$ cat config.mk
export PLATFORM = sky130hd
export DESIGN_NAME = sv39ptw_cfg
export DESIGN_NICKNAME = d
export VERILOG_FILES = /design/src/rtl/sv39ptw_pkg.sv /design/src/rtl/sv39ptw_cfg.sv
export SDC_FILE = /design/constraint.sdc
export NUM_CORES = 1
export LEC_CHECK = 0
export ABC_CLOCK_PERIOD_IN_PS = 3210
export BUFFER_PORTS_ARGS = -buffer_cell sky130_fd_sc_hd__clkbuf_2
export CAP_MARGIN = 40
export CORE_UTILIZATION = 49
export DETAILED_ROUTE_END_ITERATION = 8
export PLACE_DENSITY = 0.84
export SYNTH_ARGS = -nofsm -noshare
export SYNTH_HDL_FRONTEND = slang
export SYNTH_SLANG_ARGS = --single-unit
$ cat constraint.sdc
create_clock -name clk -period 3.21 [get_ports clk]
set_clock_uncertainty 0.15 [all_clocks]
set_input_delay 0.642 -clock clk [delete_from_list [all_inputs] [get_ports clk]]
set_output_delay 0.642 -clock clk [all_outputs]
set_load 0.03 [all_outputs]
$ cat src/rtl/sv39ptw_pkg.sv
// sv39ptw_pkg: shared types, field widths and codes of the sv39 page table walker
`timescale 1ns / 1ps
package sv39ptw_pkg;

  localparam int TABLE_PAGES_DEF = 16;

  localparam int PPN_W       = 44;
  localparam int PA_W        = 56;
  localparam int VA_W        = 64;
  localparam int PTE_W       = 64;
  localparam int IDX_W       = 9;
  localparam int TPAGE_W     = 4;
  localparam int STATUS_W    = 3;
  localparam int LEVEL_W     = 2;
  localparam int PAGE_SHIFT  = 12;
  localparam int VA_LIMIT_B  = 38;
  localparam int PADDR_W     = 4;
  localparam int PDATA_W     = 64;

  // command codes
  localparam logic CMD_WRITE     = 1'b0;
  localparam logic CMD_TRANSLATE = 1'b1;

  // status codes
  localparam logic [STATUS_W-1:0] ST_OK    = 3'd0;
  localparam logic [STATUS_W-1:0] ST_RANGE = 3'd1;
  localparam logic [STATUS_W-1:0] ST_UPPER = 3'd2;
  localparam logic [STATUS_W-1:0] ST_LEAF  = 3'd3;
  localparam logic [STATUS_W-1:0] ST_USER  = 3'd4;
  localparam logic [STATUS_W-1:0] ST_POOL  = 3'd5;

  // walk levels
  localparam logic [LEVEL_W-1:0] LVL_ROOT = 2'd2;
  localparam logic [LEVEL_W-1:0] LVL_MID  = 2'd1;
  localparam logic [LEVEL_W-1:0] LVL_LEAF = 2'd0;

  // register indexes (register i at byte address 8*i)
  localparam logic REG_ROOT_PPN  = 1'b0;
  localparam logic REG_POOL_BASE = 1'b1;

  // pte bits
  localparam int PTE_V   = 0;
  localparam int PTE_U   = 4;
  localparam int PTE_PPN_LO = 10;
  localparam int PTE_PPN_HI = 53;

  typedef struct packed {
    logic               command;
    logic [TPAGE_W-1:0] table_page;
    logic [IDX_W-1:0]   entry_index;
    logic [PTE_W-1:0]   entry_value;
    logic [VA_W-1:0]    virtual_address;
  } req_t;

  typedef struct packed {
    logic [STATUS_W-1:0] status;
    logic [PA_W-1:0]     physical_page_address;
    logic [LEVEL_W-1:0]  fault_level;
  } rsp_t;

  typedef struct packed {
    logic [PPN_W-1:0] root_ppn;
    logic [PPN_W-1:0] pool_base_ppn;
  } cfg_t;

endpackage

$ cat src/rtl/sv39ptw_cfg.sv
// sv39ptw_cfg: apb register block holding root and pool base page numbers
`timescale 1ns / 1ps
module sv39ptw_cfg (
  input  logic                        clk,
  input  logic                        rst,
  input  logic                        psel,
  input  logic                        penable,
  input  logic                        pwrite,
  input  logic [sv39ptw_pkg::PADDR_W-1:0] paddr,
  input  logic [sv39ptw_pkg::PDATA_W-1:0] pwdata,
  output logic [sv39ptw_pkg::PDATA_W-1:0] prdata,
  output logic                        pready,
  output sv39ptw_pkg::cfg_t           cfg
);
  import sv39ptw_pkg::*;

  logic reg_sel;
  logic wr_fire;

  assign pready  = 1'b1;
  assign reg_sel = paddr[3];
  assign wr_fire = psel && penable && pwrite;

  always_ff @(posedge clk) begin
    if (rst) begin
      cfg <= '0;
    end else if (wr_fire) begin
      unique case (reg_sel)
        REG_ROOT_PPN:  cfg.root_ppn      <= pwdata[PPN_W-1:0];
        REG_POOL_BASE: cfg.pool_base_ppn <= pwdata[PPN_W-1:0];
        default: ;
      endcase
    end
  end

  always_comb begin
    unique case (reg_sel)
      REG_ROOT_PPN:  prdata = PDATA_W'(cfg.root_ppn);
      REG_POOL_BASE: prdata = PDATA_W'(cfg.pool_base_ppn);
      default:       prdata = '0;
    endcase
  end

endmodule

# [Yosys cells after proc, flatten, opt, wreduce, memory -nomap -nowiden]
# Index checks and enable logic that the tools add are counted.
[classes] bitwise=1 reduce_logical=4 mux=1
[op_table] cell="64-bit one-hot mux with 2 select lines" n=1
[op_table] cell="2-bit AND reduction" n=2
[op_table] cell="1-bit logical AND" n=2
[op_table] cell="1-bit NOT" n=1
[totals] ff_bits=88 output_inout_bits=153 inputBits=73 word_cells=8

# [Logic depth before layout (Yosys ltp)]
[logic_depth] ltp_word=3 depth_mapped=5 mapped_depth_nobuf=2

# [Least setup slack after synthesis]
# No wires, ideal clock.
[synth_path] path_type="input port to output port" startpoint="in paddr[3] in the netlist's numbering" endpoint="out prdata[10] in the netlist's numbering" cell_stages=3 required_time_ns=2.418 n_path_buf=2 setup_slack_ns=0.964 arrival_time_ns=1.454 path_cell_list="buf_2 buf_2 mux2_2"
[synth_between] elab_chain_cells=2
[synth_rtl] element="start, declared" line_no="sv39ptw_cfg.sv:9" rtl="input logic [sv39ptw_pkg::PADDR_W-1:0] paddr,"
[synth_rtl] element="1-bit NOT"
[synth_rtl] element="64-bit one-hot mux with 2 select lines (*)" line_no="sv39ptw_cfg.sv:37" rtl="unique case (reg_sel)"
[synth_rtl] element="end, declared" line_no="sv39ptw_cfg.sv:11" rtl="output logic [sv39ptw_pkg::PDATA_W-1:0] prdata,"
# Every way passes the cells marked *; elsewhere a longest branch is shown, timed or not. The select of a mux whose other input is x is not followed.

# [Worst setup path in the final report]
[layout_path] startpoint="in paddr[3] in the netlist's numbering" endpoint="out prdata[21] in the netlist's numbering"
# The elaborated chain is that of the path after synthesis.

==> summary.md <==
| Metric | Value |
|---|---|
| Worst VDD drop | `247 µV` |
| # rows | `33` |
| Max clock buf depth | `2` |
| Gr ovfl total | `0` |
| Syn. warnings | `0` |
| Final Util | `0.650` |
| Number of global-route vias before repair | `3105` |
| Cell Area, Synth | `4330 µm²` |
| Main synth FF type | `dfxtp_1` |
| I/O pin cnt | `226` |
| NumNets Final | `648` |
| Post-synth EDFFs | `0` |
| Initial DRC count | `67` |
| Antenna Cells | `0` |
| DPL Wire Length | `6830 µm` |
| Core box area | `8380 µm²` |
| Hold-fix buffers, CTS | `0` |
| Slew headroom | `0.498` |
| Register bit total from synthesis | `88` |
| Gates resized, CTS repair | `0` |
| Synth cell types | `14` |
| Fin crit period | `2390 ps` |
| Hold Slack | `344 ps` |
| Post-Synthesis Cells | `408` |
| Post-CTS setup repair buffer count | `0` |
| Gpl congestion | `0.779` |
| Tightest Hold Check Type | `reg2reg` |
| Layout cells sized above 1 | `0.428` |
| DRC errors left | `0` |
| Final Hold Vio Count | `0` |
| Final WS setup | `818 ps` |
| Fill count | `705` |
| GRT Overall Usage | `0.201` |
| CP Launch Type | `primary input` |
| Area Growth Syn to Fin | `25.7%` |
| Setup WS pre-CTS | `825 ps` |
| Seq/Total Area, Yosys | `0.407` |
| Via density per instance | `4.80` |
| Commonest cells in the netlist | `nand2b_1, dfxtp_1, mux2i_1, mux2_2, buf_4` |
| Clock latency on the worst-skew pair | `330 ps` |
| Antenna violations before repair | `0` |
| Crit path required time | `2420 ps` |
| Register clock-pin slew on the reported worst setup and hold paths | `70 ps` |
| Crit Path Class | `in2out` |
| Fmax | `418 MHz` |
| Via count | `3288` |
| Ranking of synthesized cells by area | `dfxtp_1, mux2i_1, nand2b_1` |
| Ys async rst share | `0` |
| Slew Viols, Final | `0` |
| WL per Instance | `13.6 µm` |
| CP max FO | `48` |
| CTS root buf | `clkbuf_8` |
| RSZ-0062 raised after global routing | `false` |
| Worst Hold Path Cells | `2` |
| CTS H-tree lvls | `3` |
| Largest register by flop count | `cfg` |
| Largest net degree at the start of global routing | `82` |
| Die area | `9220 µm²` |
| Average size of a mapped cell | `10.6 µm²` |
| Total wire length | `9300 µm` |
| Clock sink count | `88` |
| Routed Antenna Nets | `0` |
| Top-area cell type share of the netlist area | `0.407` |
| Crit end category | `output pin` |
| Port Buffers | `181` |
| Number of max-cap violations | `0` |
| CTS tree | `yes` |
| First-pass GRT wire length | `14300 µm` |
| Critical Path AT | `1600 ps` |
| Tightest Pin Transition | `753 ps` |
| Lkg Pwr | `2.76 nW` |
| Die Width | `96.0 µm` |
| Most common cell in the netlist | `nand2b_1` |
| Fin crit share | `0.745` |
| Outcome | `finished, final reports clean` |
| R2R depth | `2` |
| Die span in y | `96.0 µm` |
| Max reg flops | `88` |
| Initial core utilization | `0.517` |
| Yosys top cell by area | `dfxtp_1` |
| Setup_tns | `0 ps` |
| R2R setup slack | `2400 ps` |
| Final setup viols | `0` |
| Biggest regs | `cfg x88` |
| DRT Pass-1 Iters | `4` |
| Num CTS Buffers | `9` |
| Cell Pwr Density | `440 nW/µm²` |
==> report_power, final <==
part           total, W  switching, W  internal (W)
clock network  0.000941      0.000377      0.000563
registers       0.00113     0.0000190       0.00112
logic          0.000321      0.000200      0.000121
==> through the flow <==
step | total power, W | cells | area (µm²)
detailed placement | 0.00148 | 669 | 5190
floorplan | 0.00141 | 427 | 4400
global route | 0.00250 | 685 | 5450
finish | 0.00240 | 685 | 5450
global placement | 0.00148 | 669 | 5190
CTS | 0.00243 | 685 | 5450
==> layout by cell type (no fill, tap or decap), drive strengths merged <==
| cell type | count |
|---|---|
| and4 | 1 |
| and4b | 1 |
| buf | 6 |
| bufinv | 3 |
| clkbuf | 193 |
| conb | 21 |
| dfxtp | 88 |
| inv | 1 |
| mux2 | 44 |
| mux2i | 88 |
| nand2b | 132 |
| nand4 | 1 |
| nand4b | 1 |
==> worst max-delay path, cell delays in order <==
cell	delay (ps)
clkbuf_2	100
buf_12	240
mux2_2	380
clkbuf_2	180
==> routing by layer <==
layer	GRT usage	up-vias	wire [µm]	part of all wire
met5	0	-	0	0
met1	0.222	1515	3800	0.41
li1	-	1646	-	-
met4	0.0684	0	99	0.011
met2	0.372	118	4870	0.52
met3	0.0466	9	530	0.057
==> worst paths after layout <==
kind	start	endpoint
max reg2reg	cfg[13]	cfg[13]
max	paddr[3]	prdata[21]
min	cfg[22]	cfg[22]
min reg2reg	cfg[22]	cfg[22]
==> cell families (layout without fill, tap and decap cells) <==
kind of cell | Yosys count | after routing | synth area share
other | 2 | 21 | 0.00173
muxes | 132 | 132 | 0.318
DFF | 88 | 88 | 0.407
and+or+nand+nor | 136 | 136 | 0.200
buffers and inverters | 50 | 203 | 0.0739
==> area by class of cell <==
| cell class | instances | area, µm² | share of cell area |
|---|---|---|---|
| Timing Repair Buffer | 187 | 976 | 0.179 |
| Tap cell | 105 | 131 | 0.0241 |
| Clock buffer | 12 | 155 | 0.0285 |
| Multi-Input combinational cell | 289 | 2320 | 0.426 |
| Clock inverter | 4 | 98.8 | 0.0182 |
| Sequential cell | 88 | 1760 | 0.324 |
Note: power is estimated with default switching activity, not from simulation.
