**src/rtl/sv39ptw_pkg.sv**
```systemverilog
// sv39ptw_pkg: shared types, field widths and codes of the sv39 page table walker
`timescale 1ns / 1ps
package sv39ptw_pkg;

  localparam int TABLE_PAGES_DEF = 16;

  localparam int PPN_W       = 44;
  localparam int PA_W        = 56;
  localparam int VA_W        = 64;
  localparam int PTE_W       = 64;
  localparam int IDX_W       = 9;
  localparam int TPAGE_W     = 4;
  localparam int STATUS_W    = 3;
  localparam int LEVEL_W     = 2;
  localparam int PAGE_SHIFT  = 12;
  localparam int VA_LIMIT_B  = 38;
  localparam int PADDR_W     = 4;
  localparam int PDATA_W     = 64;

  // command codes
  localparam logic CMD_WRITE     = 1'b0;
  localparam logic CMD_TRANSLATE = 1'b1;

  // status codes
  localparam logic [STATUS_W-1:0] ST_OK    = 3'd0;
  localparam logic [STATUS_W-1:0] ST_RANGE = 3'd1;
  localparam logic [STATUS_W-1:0] ST_UPPER = 3'd2;
  localparam logic [STATUS_W-1:0] ST_LEAF  = 3'd3;
  localparam logic [STATUS_W-1:0] ST_USER  = 3'd4;
  localparam logic [STATUS_W-1:0] ST_POOL  = 3'd5;

  // walk levels
  localparam logic [LEVEL_W-1:0] LVL_ROOT = 2'd2;
  localparam logic [LEVEL_W-1:0] LVL_MID  = 2'd1;
  localparam logic [LEVEL_W-1:0] LVL_LEAF = 2'd0;

  // register indexes (register i at byte address 8*i)
  localparam logic REG_ROOT_PPN  = 1'b0;
  localparam logic REG_POOL_BASE = 1'b1;

  // pte bits
  localparam int PTE_V   = 0;
  localparam int PTE_U   = 4;
  localparam int PTE_PPN_LO = 10;
  localparam int PTE_PPN_HI = 53;

  typedef struct packed {
    logic               command;
    logic [TPAGE_W-1:0] table_page;
    logic [IDX_W-1:0]   entry_index;
    logic [PTE_W-1:0]   entry_value;
    logic [VA_W-1:0]    virtual_address;
  } req_t;

  typedef struct packed {
    logic [STATUS_W-1:0] status;
    logic [PA_W-1:0]     physical_page_address;
    logic [LEVEL_W-1:0]  fault_level;
  } rsp_t;

  typedef struct packed {
    logic [PPN_W-1:0] root_ppn;
    logic [PPN_W-1:0] pool_base_ppn;
  } cfg_t;

endpackage

```
**src/rtl/sv39ptw_walk.sv**
```systemverilog
// sv39ptw_walk: request sequencer, three-level walk and result register
`timescale 1ns / 1ps
module sv39ptw_walk #(
  parameter int TABLE_PAGES = sv39ptw_pkg::TABLE_PAGES_DEF,
  parameter int AW = ((TABLE_PAGES > 1) ? $clog2(TABLE_PAGES) : 1) + sv39ptw_pkg::IDX_W
) (
  input  logic                          clk,
  input  logic                          rst,
  input  sv39ptw_pkg::cfg_t             cfg,
  input  logic                          req_valid,
  output logic                          req_ready,
  input  sv39ptw_pkg::req_t             req,
  output logic                          rsp_valid,
  input  logic                          rsp_ready,
  output sv39ptw_pkg::rsp_t             rsp,
  input  logic                          mem_ready,
  output logic                          mem_rd,
  output logic                          mem_wr,
  output logic [AW-1:0]                 mem_addr,
  output logic [sv39ptw_pkg::PTE_W-1:0] mem_wdata,
  input  logic [sv39ptw_pkg::PTE_W-1:0] mem_rdata
);
  import sv39ptw_pkg::*;

  localparam int PAGE_W = AW - IDX_W;
  localparam int VAR_W  = VA_LIMIT_B - PAGE_SHIFT;

  typedef enum logic [1:0] {S_IDLE, S_WALK, S_FINISH} state_t;

  state_t              state;
  logic [LEVEL_W-1:0]  lvl;
  logic [VAR_W-1:0]    va_r;
  logic [STATUS_W-1:0] res_status;
  logic [LEVEL_W-1:0]  res_level;

  logic                accept;
  logic                slot_free;
  logic                page_ok;
  logic [PPN_W-1:0]    chk_ppn;
  logic [PPN_W-1:0]    chk_off;
  logic                chk_in;
  logic [IDX_W-1:0]    rd_idx;
  logic [PPN_W-1:0]    pte_ppn;
  logic                fin;
  logic [STATUS_W-1:0] fin_status;
  logic [LEVEL_W-1:0]  fin_level;
  logic [PA_W-1:0]     fin_pa;

  assign req_ready = (state == S_IDLE) && mem_ready;
  assign accept    = req_valid && req_ready;
  assign slot_free = !rsp_valid || rsp_ready;
  assign page_ok   = 32'(req.table_page) < 32'(TABLE_PAGES);
  assign pte_ppn   = mem_rdata[PTE_PPN_HI:PTE_PPN_LO];

  // shared pool range check: root at accept, followed pointer during the walk
  assign chk_ppn = (state == S_IDLE) ? cfg.root_ppn : pte_ppn;
  assign chk_off = chk_ppn - cfg.pool_base_ppn;
  assign chk_in  = (chk_ppn >= cfg.pool_base_ppn) && (chk_off < PPN_W'(TABLE_PAGES));

  always_comb begin
    if (state == S_IDLE) begin
      rd_idx = req.virtual_address[PAGE_SHIFT + 2*IDX_W +: IDX_W];
    end else if (lvl == LVL_ROOT) begin
      rd_idx = va_r[2*IDX_W-1 -: IDX_W];
    end else begin
      rd_idx = va_r[IDX_W-1:0];
    end
  end

  always_comb begin
    mem_rd     = 1'b0;
    mem_wr     = 1'b0;
    mem_addr   = {chk_off[PAGE_W-1:0], rd_idx};
    mem_wdata  = req.entry_value;
    fin        = 1'b0;
    fin_status = res_status;
    fin_level  = res_level;
    fin_pa     = '0;
    unique case (state)
      S_IDLE: begin
        if (accept && req.command == CMD_WRITE) begin
          mem_wr   = page_ok;
          mem_addr = AW'({req.table_page, req.entry_index});
        end else if (accept && !(|req.virtual_address[VA_W-1:VA_LIMIT_B]) && chk_in) begin
          mem_rd = 1'b1;
        end
      end
      S_WALK: begin
        fin = 1'b1;
        if (lvl != LVL_LEAF) begin
          if (!mem_rdata[PTE_V]) begin
            fin_status = ST_UPPER;
            fin_level  = lvl;
          end else if (!chk_in) begin
            fin_status = ST_POOL;
            fin_level  = lvl - 1'b1;
          end else begin
            fin    = 1'b0;
            mem_rd = 1'b1;
          end
        end else begin
          fin_level = LVL_LEAF;
          if (!mem_rdata[PTE_V]) begin
            fin_status = ST_LEAF;
          end else if (!mem_rdata[PTE_U]) begin
            fin_status = ST_USER;
          end else begin
            fin_status = ST_OK;
            fin_pa     = {pte_ppn, {PAGE_SHIFT{1'b0}}};
          end
        end
      end
      S_FINISH: begin
        fin = 1'b1;
      end
      default: ;
    endcase
  end

  always_ff @(posedge clk) begin
    if (rst) begin
      state     <= S_IDLE;
      lvl       <= LVL_ROOT;
      rsp_valid <= 1'b0;
    end else begin
      unique case (state)
        S_IDLE: begin
          if (accept) begin
            va_r <= req.virtual_address[VA_LIMIT_B-1:PAGE_SHIFT];
            lvl  <= LVL_ROOT;
            if (req.command == CMD_WRITE) begin
              res_status <= page_ok ? ST_OK : ST_POOL;
              res_level  <= LVL_LEAF;
              state      <= S_FINISH;
            end else if (|req.virtual_address[VA_W-1:VA_LIMIT_B]) begin
              res_status <= ST_RANGE;
              res_level  <= LVL_ROOT;
              state      <= S_FINISH;
            end else if (!chk_in) begin
              res_status <= ST_POOL;
              res_level  <= LVL_ROOT;
              state      <= S_FINISH;
            end else begin
              state <= S_WALK;
            end
          end
        end
        S_WALK: begin
          if (mem_rd) begin
            lvl <= lvl - 1'b1;
          end else if (fin && slot_free) begin
            state <= S_IDLE;
          end
        end
        S_FINISH: begin
          if (slot_free) begin
            state <= S_IDLE;
          end
        end
        default: state <= S_IDLE;
      endcase
      if (fin && slot_free) begin
        rsp_valid                 <= 1'b1;
        rsp.status                <= fin_status;
        rsp.physical_page_address <= fin_pa;
        rsp.fault_level           <= fin_level;
      end else if (rsp_ready) begin
        rsp_valid <= 1'b0;
      end
    end
  end

  a_no_rd_wr_same_cycle: assert property (@(posedge clk) disable iff (rst)
    !(mem_rd && mem_wr))
    else $error("memory read and write issued together");

  a_read_leads_to_walk: assert property (@(posedge clk) disable iff (rst)
    mem_rd |=> state == S_WALK)
    else $error("memory read issued without entering the walk");

  a_fault_has_no_address: assert property (@(posedge clk) disable iff (rst)
    (rsp_valid && rsp.status != ST_OK) |-> rsp.physical_page_address == '0)
    else $error("faulting result carries a page address");

  a_level_in_range: assert property (@(posedge clk) disable iff (rst)
    rsp_valid |-> rsp.fault_level != 2'd3)
    else $error("result level beyond the root");

  a_no_accept_while_clearing: assert property (@(posedge clk) disable iff (rst)
    !mem_ready |-> !accept)
    else $error("request taken during clearing pass");

endmodule

```
**config.mk**
```make
export PLATFORM = sky130hd
export DESIGN_NAME = sv39ptw_walk
export DESIGN_NICKNAME = d
export VERILOG_FILES = /design/src/rtl/sv39ptw_pkg.sv /design/src/rtl/sv39ptw_walk.sv
export SDC_FILE = /design/constraint.sdc
export NUM_CORES = 1
export LEC_CHECK = 0
export BUFFER_PORTS_ARGS = -buffer_cell sky130_fd_sc_hd__clkbuf_2
export CAP_MARGIN = 20
export CORE_AREA = 5 5 168 170
export DETAILED_ROUTE_END_ITERATION = 6
export DIE_AREA = 0 0 173 175
export HOLD_SLACK_MARGIN = 0.02
export PLACE_DENSITY_LB_ADDON = 0.25
export SLEW_MARGIN = 25
export SYNTH_ARGS = -nofsm -noshare
export SYNTH_HDL_FRONTEND = slang
export SYNTH_SLANG_ARGS = --single-unit
```
**constraint.sdc**
```tcl
create_clock -name clk -period 21.6 [get_ports clk]
set_clock_uncertainty 0.15 [all_clocks]
set_input_delay 4.32 -clock clk [delete_from_list [all_inputs] [get_ports clk]]
set_output_delay 4.32 -clock clk [all_outputs]
set_load 0.005 [all_outputs]
```
; ---- After elaboration in Yosys (flattened, before gate mapping)
; Cells that the tools add are included.
[op_classes]
n_mul = 0
shift = 0
n_addsub = 2
n_div = 0
reduce_logical = 24
bitwise = 5
n_lt_le_gt_ge = 2
eq_ne = 9
n_mux = 43
[ops]
columns = op, count
row1 = 44-bit greater-or-equal comparator, 1
row2 = 44-bit by 5-bit less-than comparator with 1-bit output (second input constant), 1
row3 = 44-bit two-way mux, 1
row4 = 44-bit subtractor, 1
row5 = 2-bit two-way mux, 15
row6 = 27-bit OR reduction, 1
row7 = 13-bit two-way mux, 2
row8 = 26-bit OR reduction, 1
row9 = 3-bit two-way mux, 6
row10 = 9-bit two-way mux, 2
row11 = 1-bit two-way mux, 13
row12 = 2-bit != test (second input constant), 5
row13 = 4-bit AND reduction, 2
row14 = 1-bit logical AND, 7
row15 = 2-bit case mux with 3 select lines, 1
row16 = 3-bit AND reduction, 2
row17 = 2-bit nonzero test, 3
row18 = 1-bit NOT, 5
row19 = 2-bit == test (second input constant), 2
row20 = 1-bit case mux with 2 select lines, 2
row21 = 2-bit case mux with 2 select lines, 1
row22 = 2-bit AND reduction, 2
row23 = 4-bit OR reduction, 1
row24 = 3-bit by 2-bit != test with 1-bit output (second input constant), 1
row25 = 6 further kinds, 7
[totals]
inputBits = 299
ram_bits = 0
reg_bits = 88
memories = 0
elab_cells = 97
mem_bits_ro = 0
latch_bits = 0
out_inout_bits = 142

; ---- Logic depth before layout (Yosys ltp)
; Gate-level depths: netlist (run 1).
[logic_depth]
word_depth = 13
ltp_mapped = 19
mapped_depth_nobuf = 16

; ---- Worst setup path before layout (run 1)
; OpenSTA, ideal clock, no wires.
[synth_path]
path_type = input to output
startpoint = in cfg[44] in the netlist's numbering
endpoint = out mem_rd
slack_ps = 9783
required_time_ps = 17130
t_arrival_ps = 7347
n_path_buf = 1
cell_stages = 14
cell_sequence = mux2i_1 > ha_1 > inv_1 > fa_1 > a21o_1 > a221o_1 > a31o_1 > o31a_1 > or3_1 > a221o_1 > nor3_2 > nand3_2 > buf_4 > nor2_1
[synth_between]
elab_chain_cells = 8
word_cells_on_any_way = 12
[synth_lines]
columns = item, line
row1 = from (decl), sv39ptw_walk.sv:9  ; input sv39ptw_pkg::cfg_t cfg,
row2 = 44-bit two-way mux (*), sv39ptw_walk.sv:56  ; assign chk_ppn = (state == S_IDLE) ? cfg.root_ppn : pte_ppn;
row3 = 44-bit subtractor, sv39ptw_walk.sv:57  ; assign chk_off = chk_ppn - cfg.pool_base_ppn;
row4 = 44-bit by 5-bit less-than comparator with 1-bit output, sv39ptw_walk.sv:58  ; assign chk_in = (chk_ppn >= cfg.pool_base_ppn) && (chk_off < PPN_W'(TABLE_PAGES));
row5 = 1-bit logical AND (*), sv39ptw_walk.sv:58
row6 = 1-bit two-way mux or 1-bit logical AND (tied branches), "sv39ptw_walk.sv:94, sv39ptw_walk.sv:84"
row7 = 1-bit two-way mux (on tied branches), "sv39ptw_walk.sv:91, sv39ptw_walk.sv:84"
row8 = 1-bit two-way mux (on tied branches), "sv39ptw_walk.sv:90, sv39ptw_walk.sv:81"
row9 = 1-bit case mux with 2 select lines (*), sv39ptw_walk.sv:79  ; unique case (state)
row10 = to (decl), sv39ptw_walk.sv:17  ; output logic mem_rd,
; Every way passes the cells marked *; elsewhere a longest branch is shown, timed or not.

; ---- Worst setup path in the final report (run 1)
; Same ends and word-level chain as after synthesis.

==> results of run 1 <==
[layout by cell type, fill, tap and decap left out, types with 8 or more instances in the layout]
master | synthesis | layout
a21oi_1 | 69 | 69
xnor2_1 | 10 | 10
nor2_1 | 55 | 54
edfxtp_1 | 71 | 71
clkbuf_2 | 0 | 270
xor2_1 | 8 | 8
or3_1 | 15 | 15
nand4_1 | 25 | 25
a31oi_1 | 15 | 15
and2_1 | 53 | 53
a21o_1 | 11 | 11
nor3_1 | 19 | 18
ha_1 | 49 | 48
nor2b_1 | 12 | 12
mux2_2 | 45 | 45
o21bai_1 | 10 | 10
inv_1 | 64 | 64
o211ai_1 | 13 | 13
clkbuf_16 | 0 | 9
nor4_1 | 14 | 14
nand3_1 | 21 | 21
conb_1 | 1 | 12
o21a_1 | 17 | 17
a211oi_1 | 12 | 12
o21ai_0 | 38 | 37
nand2_1 | 86 | 86
[path summary, 6_finish.rpt]
path	cells after the start	from	to	slack [ns]
worst max register to register	18	state[1]	rsp[20]	15.34
worst max-delay path	16	cfg[44]	mem_rd	8.72
worst min-delay path	2	state[0]	state[0]	0.39
worst min register to register	2	state[0]	state[0]	0.39
[report_power, final]
group,total [W],switching (W),internal (W)
combinational,0.000531,0.000324,0.000208
sequential,0.000172,0.00000205,0.000170
clock,0.000160,0.0000773,0.0000828
[per-layer routing]
metal  up-vias  routed length, µm
met5         -                  0
met4         0                830
met3        70               1980
met2       351              13600
met1      3742              11900
li1       3897                  -
[metrics by stage]
stage | instances | hold WS (ns) | utilization (%)
after detailed placement | 1491 | 0.382 | 35.1
final | 1507 | 0.385 | 36.3
after CTS | 1507 | 0.392 | 36.3
after global placement | 1491 | 0.377 | 35.1
after floorplan | 996 | 0.351 | -
after global routing | 1507 | 0.402 | 36.3
[layout make-up]
type	count	area, µm²
Multi-Input combinational cell	736	5060
Tap cell	341	427
Timing Repair Buffer	274	1380
Inverter	64	240
Sequential cell	76	2230
Clock buffer	9	225
Fill cell	2833	16900
Clock inverter	7	76.3
[state kept, by name (all words and copies together), names as in the netlist]
| name | cells |
|---|---|
| res_status | 3 |
| state | 2 |
| va_r | 18 |
| rsp_valid | 1 |
| lvl | 2 |
| res_level | 1 |
| rsp | 49 |
[critical path, delay by kind of cell]
kind	cells	cell delay [ns]
AO/OA/AOI/OAI	6	1.52
adder cells (fa/ha/maj)	2	0.62
buffers and inverters	3	0.28
multiplexers	1	0.17
AND/OR/NAND/NOR	4	1.49
[cell families (layout without fill, tap and decap cells)]
group,Yosys count,count (layout),share of synthesized area [%]
DFF,76,76,26.9
and+or+nand+nor,352,352,23.0
other,1,12,0.0453
adders and majority gates,50,50,7.64
muxes,52,52,7.02
AOI/OAI and AO/OA,252,252,20.5
buffers and inverters,184,354,12.9
xor gates and xnor gates,18,18,1.90
==> impl_metrics.yaml, run 1 <==
placement:
  dp_slack_ns: 8.89
  dpl_cell_area_mm2: 0.00934
  port_buffers: 270
  dp_hpwl_mm: 23.4
  place_congestion: 0.925
timing:
  setup_slack_ns: 8.72
  tns_ns: 0
  relSlewSlack_pct: 50.8
  worst_pin_slew_ns: 0.738
  setup_viol: 0
  rsz0062_at_grt: "no"
  timing.fmax_ghz: 0.0777
  fin_crit_ns: 12.88
  hold_viol: 0
  fin_crit_sh_pct: 59.6
  final-max-slew-violation-count: 0
hold_path:
  min_path_type: "reg2reg"
cells_and_area:
  layout-drive-gt1-share_pct: 31.4
  fin_nets: 1510
  diodes: 0
  final_area_mm2: 0.00964
  syn_to_final_growth_pct: 16.4
clocking:
  cts_root_buf: "clkbuf_16"
  post-cts-setup-buffers: 0
  insertion_delay_ns: 0.35
  cts.clk_slew.worst_paths_ns: 0.07
  cts_buffers: 9
  cts.repair.resized: 0
  cts_hold_buf: 0
  cts_buffer_depth: 2
  cts_sinks: 76
  cts_tree: "yes"
  htreeDepth: 3
grt:
  use_met2_pct: 31.4
  use_met1_pct: 21.9
  busiest_layer: "met2"
  met3_usage_pct: 3.76
  track_usage_pct: 17.9
  grt_pass1_wl_mm: 43.4
  grt_max_degree: 50
  grt_pass1_vias: 7858
  grt_antenna_before_repair: 0
  gr-total-overflow: 0
route:
  drt_pass1_iterations: 5
  remaining_drc_errors: 0
  vias: 8060
  drt_iter0_markers: 685
  wl_per_cell_um: 18.8
  ant_nets: 0
  wirelength_mm: 28.3
  routed_via_density: 5.35
yosys:
  yosys-top-cells-area: "edfxtp_1 (26%), buf_4 (7.4%), ha_1 (7.4%)"
  synth-edff-count: 71
  synth_area_mm2: 0.00828
  synth_seq_cells: 76
  synth_warnings: 0
  ys.flop_type: "edfxtp_1"
  yosysTopAreaCell: "edfxtp_1"
  ys_seq_area_share_pct: 26.9
  netlist_instances: 985
  synth_commonest_cells: "nand2_1 (86), buf_4 (82), edfxtp_1 (71), a21oi_1 (69), inv_1 (64)"
  async_flop_share_pct: 0
  avgSynthCellArea_um2: 8.41
  yosysTopAreaCellShare_pct: 25.7
  synth.most_common_cell: "nand2_1"
  synth_cell_types: 85
setup_path:
  crit_type: "in2out"
  arrival_ns: 8.41
  crit_path_end_kind: "output port"
  cp_slowest_stage_delay_ns: 0.54
  cpMaxStageDelayCell: "nor3_1"
  startpoint_type: "input pin"
  path_common_cell: "clkbuf_2"
  crit_path_max_fanout: 11
  worst_ep_required_time_ns: 17.13
  crit_path_cell_trace: "clkbuf_2 > mux2i_1 > ha_1 > inv_1 > fa_1 > a21o_1 > a221o_1 > a31o_1 > nor3_1 > o21ai_0 > o31ai_1 > o2111ai_1 > nor4_4 > nand3_2 > nor2_1 > clkbuf_2"
floorplan:
  ioPinCount: 441
  die_h_um: 175
  coreArea_mm2: 0.0266
  start_util_pct: 31.2
  dieArea_mm2: 0.0303
  die_x_um: 173
  num_rows: 60
pwr:
  power.total_w: 0.000864
  p_per_area_mw_per_mm2: 89.6
  leakage_nw: 4.28
  peakVddDrop_mv: 0.0324
outcome:
  status: "completed"
run:
  maxCapViolCount: 0
Note: power is estimated with default switching activity, not from simulation.
==> run 2: changes to the inputs <==
==> constraint.sdc (replaced) <==
create_clock -name clk -period 12.35 [get_ports clk]
set_clock_uncertainty 0.15 [all_clocks]
set_input_delay 2.47 -clock clk [delete_from_list [all_inputs] [get_ports clk]]
set_output_delay 2.47 -clock clk [all_outputs]
set_load 0.005 [all_outputs]
==> impl_metrics.yaml, run 2 (same netlist as run 1, synthesis figures left out) <==
outcome:
  status: "completed"
placement:
  dp_hpwl_mm: 23.3
  dp_slack_ns: 3.38
  place_congestion: 0.934
  port_buffers: 270
  place_inst: 1491
route:
  wl_per_cell_um: 18.8
  drt_pass1_iterations: 5
  wirelength_mm: 28.4
  drt_iter0_markers: 522
  ant_nets: 0
  remaining_drc_errors: 0
  routed_via_density: 5.28
  vias: 7950
cells_and_area:
  final_core_util_pct: 36.3
  diodes: 0
  final_common_cell: "clkbuf_2"
  layout-drive-gt1-share_pct: 31.4
  instances_no_fill: 1507
  syn_to_final_growth_pct: 16.4
  top_regs: "rsp: 49 flops, va_r: 18 flops, res_status: 3 flops"
  fin_nets: 1510
  layout_common_cells: "clkbuf_2 (270), nand2_1 (86), edfxtp_1 (71)"
  largest_reg_flops: 49
  regMostFlops: "rsp"
timing:
  final-max-slew-violation-count: 0
  fin_crit_sh_pct: 73.7
  relSlewSlack_pct: 49.7
  worst_pin_slew_ns: 0.754
  hold_viol: 0
  setup_viol: 0
  rsz0062_at_grt: "no"
  timing.fmax_ghz: 0.110
  setup_slack_ns: 3.25
  tns_ns: 0
  fin_crit_ns: 9.10
  whs_ns: 0.401
run:
  maxCapViolCount: 0
grt:
  grt_max_degree: 50
  grt_pass1_wl_mm: 43.6
  grt_antenna_before_repair: 0
  grt_pass1_vias: 7852
  track_usage_pct: 18.1
  gr-total-overflow: 0
setup_path:
  crit_buf_inv: 3
  path_common_cell: "clkbuf_2"
  startpoint_type: "input pin"
  crit_path_cell_trace: "clkbuf_2 > mux2i_1 > ha_1 > inv_1 > fa_1 > a21o_1 > a221o_1 > a31o_1 > nor3_1 > o21ai_0 > o31ai_1 > o2111ai_1 > nor4_4 > nand3_2 > nor2_1 > clkbuf_2"
  critical_path.top_delay_family: "compound AO/OA/AOI/OAI gates"
  crit_path_max_fanout: 11
  worst_ep_required_time_ns: 9.73
  arrival_ns: 6.48
  cp_slowest_stage_delay_ns: 0.53
  crit_path_end_kind: "output port"
  cpMaxStageDelayCell: "nor3_1"
  crit_type: "in2out"
clocking:
  cts.repair.resized: 0
  cts.clk_slew.worst_paths_ns: 0.07
  cts_buffer_depth: 2
  cts_sinks: 76
  cts_hold_buf: 0
  cts_tree: "yes"
  cts_root_buf: "clkbuf_16"
  post-cts-setup-buffers: 0
  insertion_delay_ns: 0.35
  cts_buffers: 9
  htreeDepth: 3
floorplan:
  num_rows: 60
  die_x_um: 173
  coreArea_mm2: 0.0266
  start_util_pct: 31.2
  dieArea_mm2: 0.0303
  die_h_um: 175
  ioPinCount: 441
hold_path:
  min_path_type: "reg2reg"
pwr:
  leakage_nw: 4.28
  peakVddDrop_mv: 0.0600
  p_per_area_mw_per_mm2: 157
-- run 2: layout make-up --
type	instances	area (µm²)
Inverter	64	240
Tap cell	341	427
Fill cell	2862	16900
Sequential cell	76	2230
Clock buffer	9	225
Timing Repair Buffer	274	1380
Multi-Input combinational cell	736	5060
Clock inverter	7	76.3
-- run 2: final timing paths --
| path | startpoint | endpoint | slack (ns) | cells past startpoint |
|---|---|---|---|---|
| worst max-delay path | mem_rdata[10] | mem_rd | 3.25 | 16 |
| worst min-delay path | lvl[1] | lvl[1] | 0.40 | 2 |
| worst max register to register | state[0] | rsp[47] | 6.10 | 18 |
| worst min register to register | lvl[1] | lvl[1] | 0.40 | 2 |
-- run 2: through the flow --
stage | power, W | area (µm²)
final | 0.00152 | 9640
after global routing | 0.00164 | 9640
after CTS | 0.00152 | 9640
after detailed placement | 0.00123 | 9340
after global placement | 0.00123 | 9330
after floorplan | 0.000998 | 8320
-- run 2: worst reg2reg max path, cell delays in order (launching register included) --
cell and delay (ns):
dfxtp_1 0.34, inv_1 0.12, ha_4 0.36, buf_4 0.54
mux2i_1 0.32, ha_1 0.21, inv_1 0.06, fa_1 0.40
a21o_1 0.20, a221o_1 0.43, a31o_1 0.26, nor3_1 0.53
o21ai_0 0.26, mux2_2 0.29, o211ai_1 0.08, or3_1 0.36
nor3_1 0.49, o21ai_4 0.10, buf_4 0.36
-- run 2: power breakdown --
group | leakage, nW | switching [W] | internal, W | total (W)
logic | 3.36 | 0.000565 | 0.000363 | 0.000928
clock network | 0.150 | 0.000142 | 0.000145 | 0.000287
registers | 0.770 | 0.00000339 | 0.000298 | 0.000301
-- run 2: per-layer routing --
metal / vias up / GRT usage, % / wire length, µm / part of all wire [%]
met5: - / 0 / 0 / 0
met1: 3675 / 22.2 / 12100 / 43
met4: 0 / 4.96 / 599 / 2.1
met2: 318 / 32.1 / 13900 / 49
li1: 3893 / - / - / -
met3: 64 / 3.87 / 1850 / 6.5
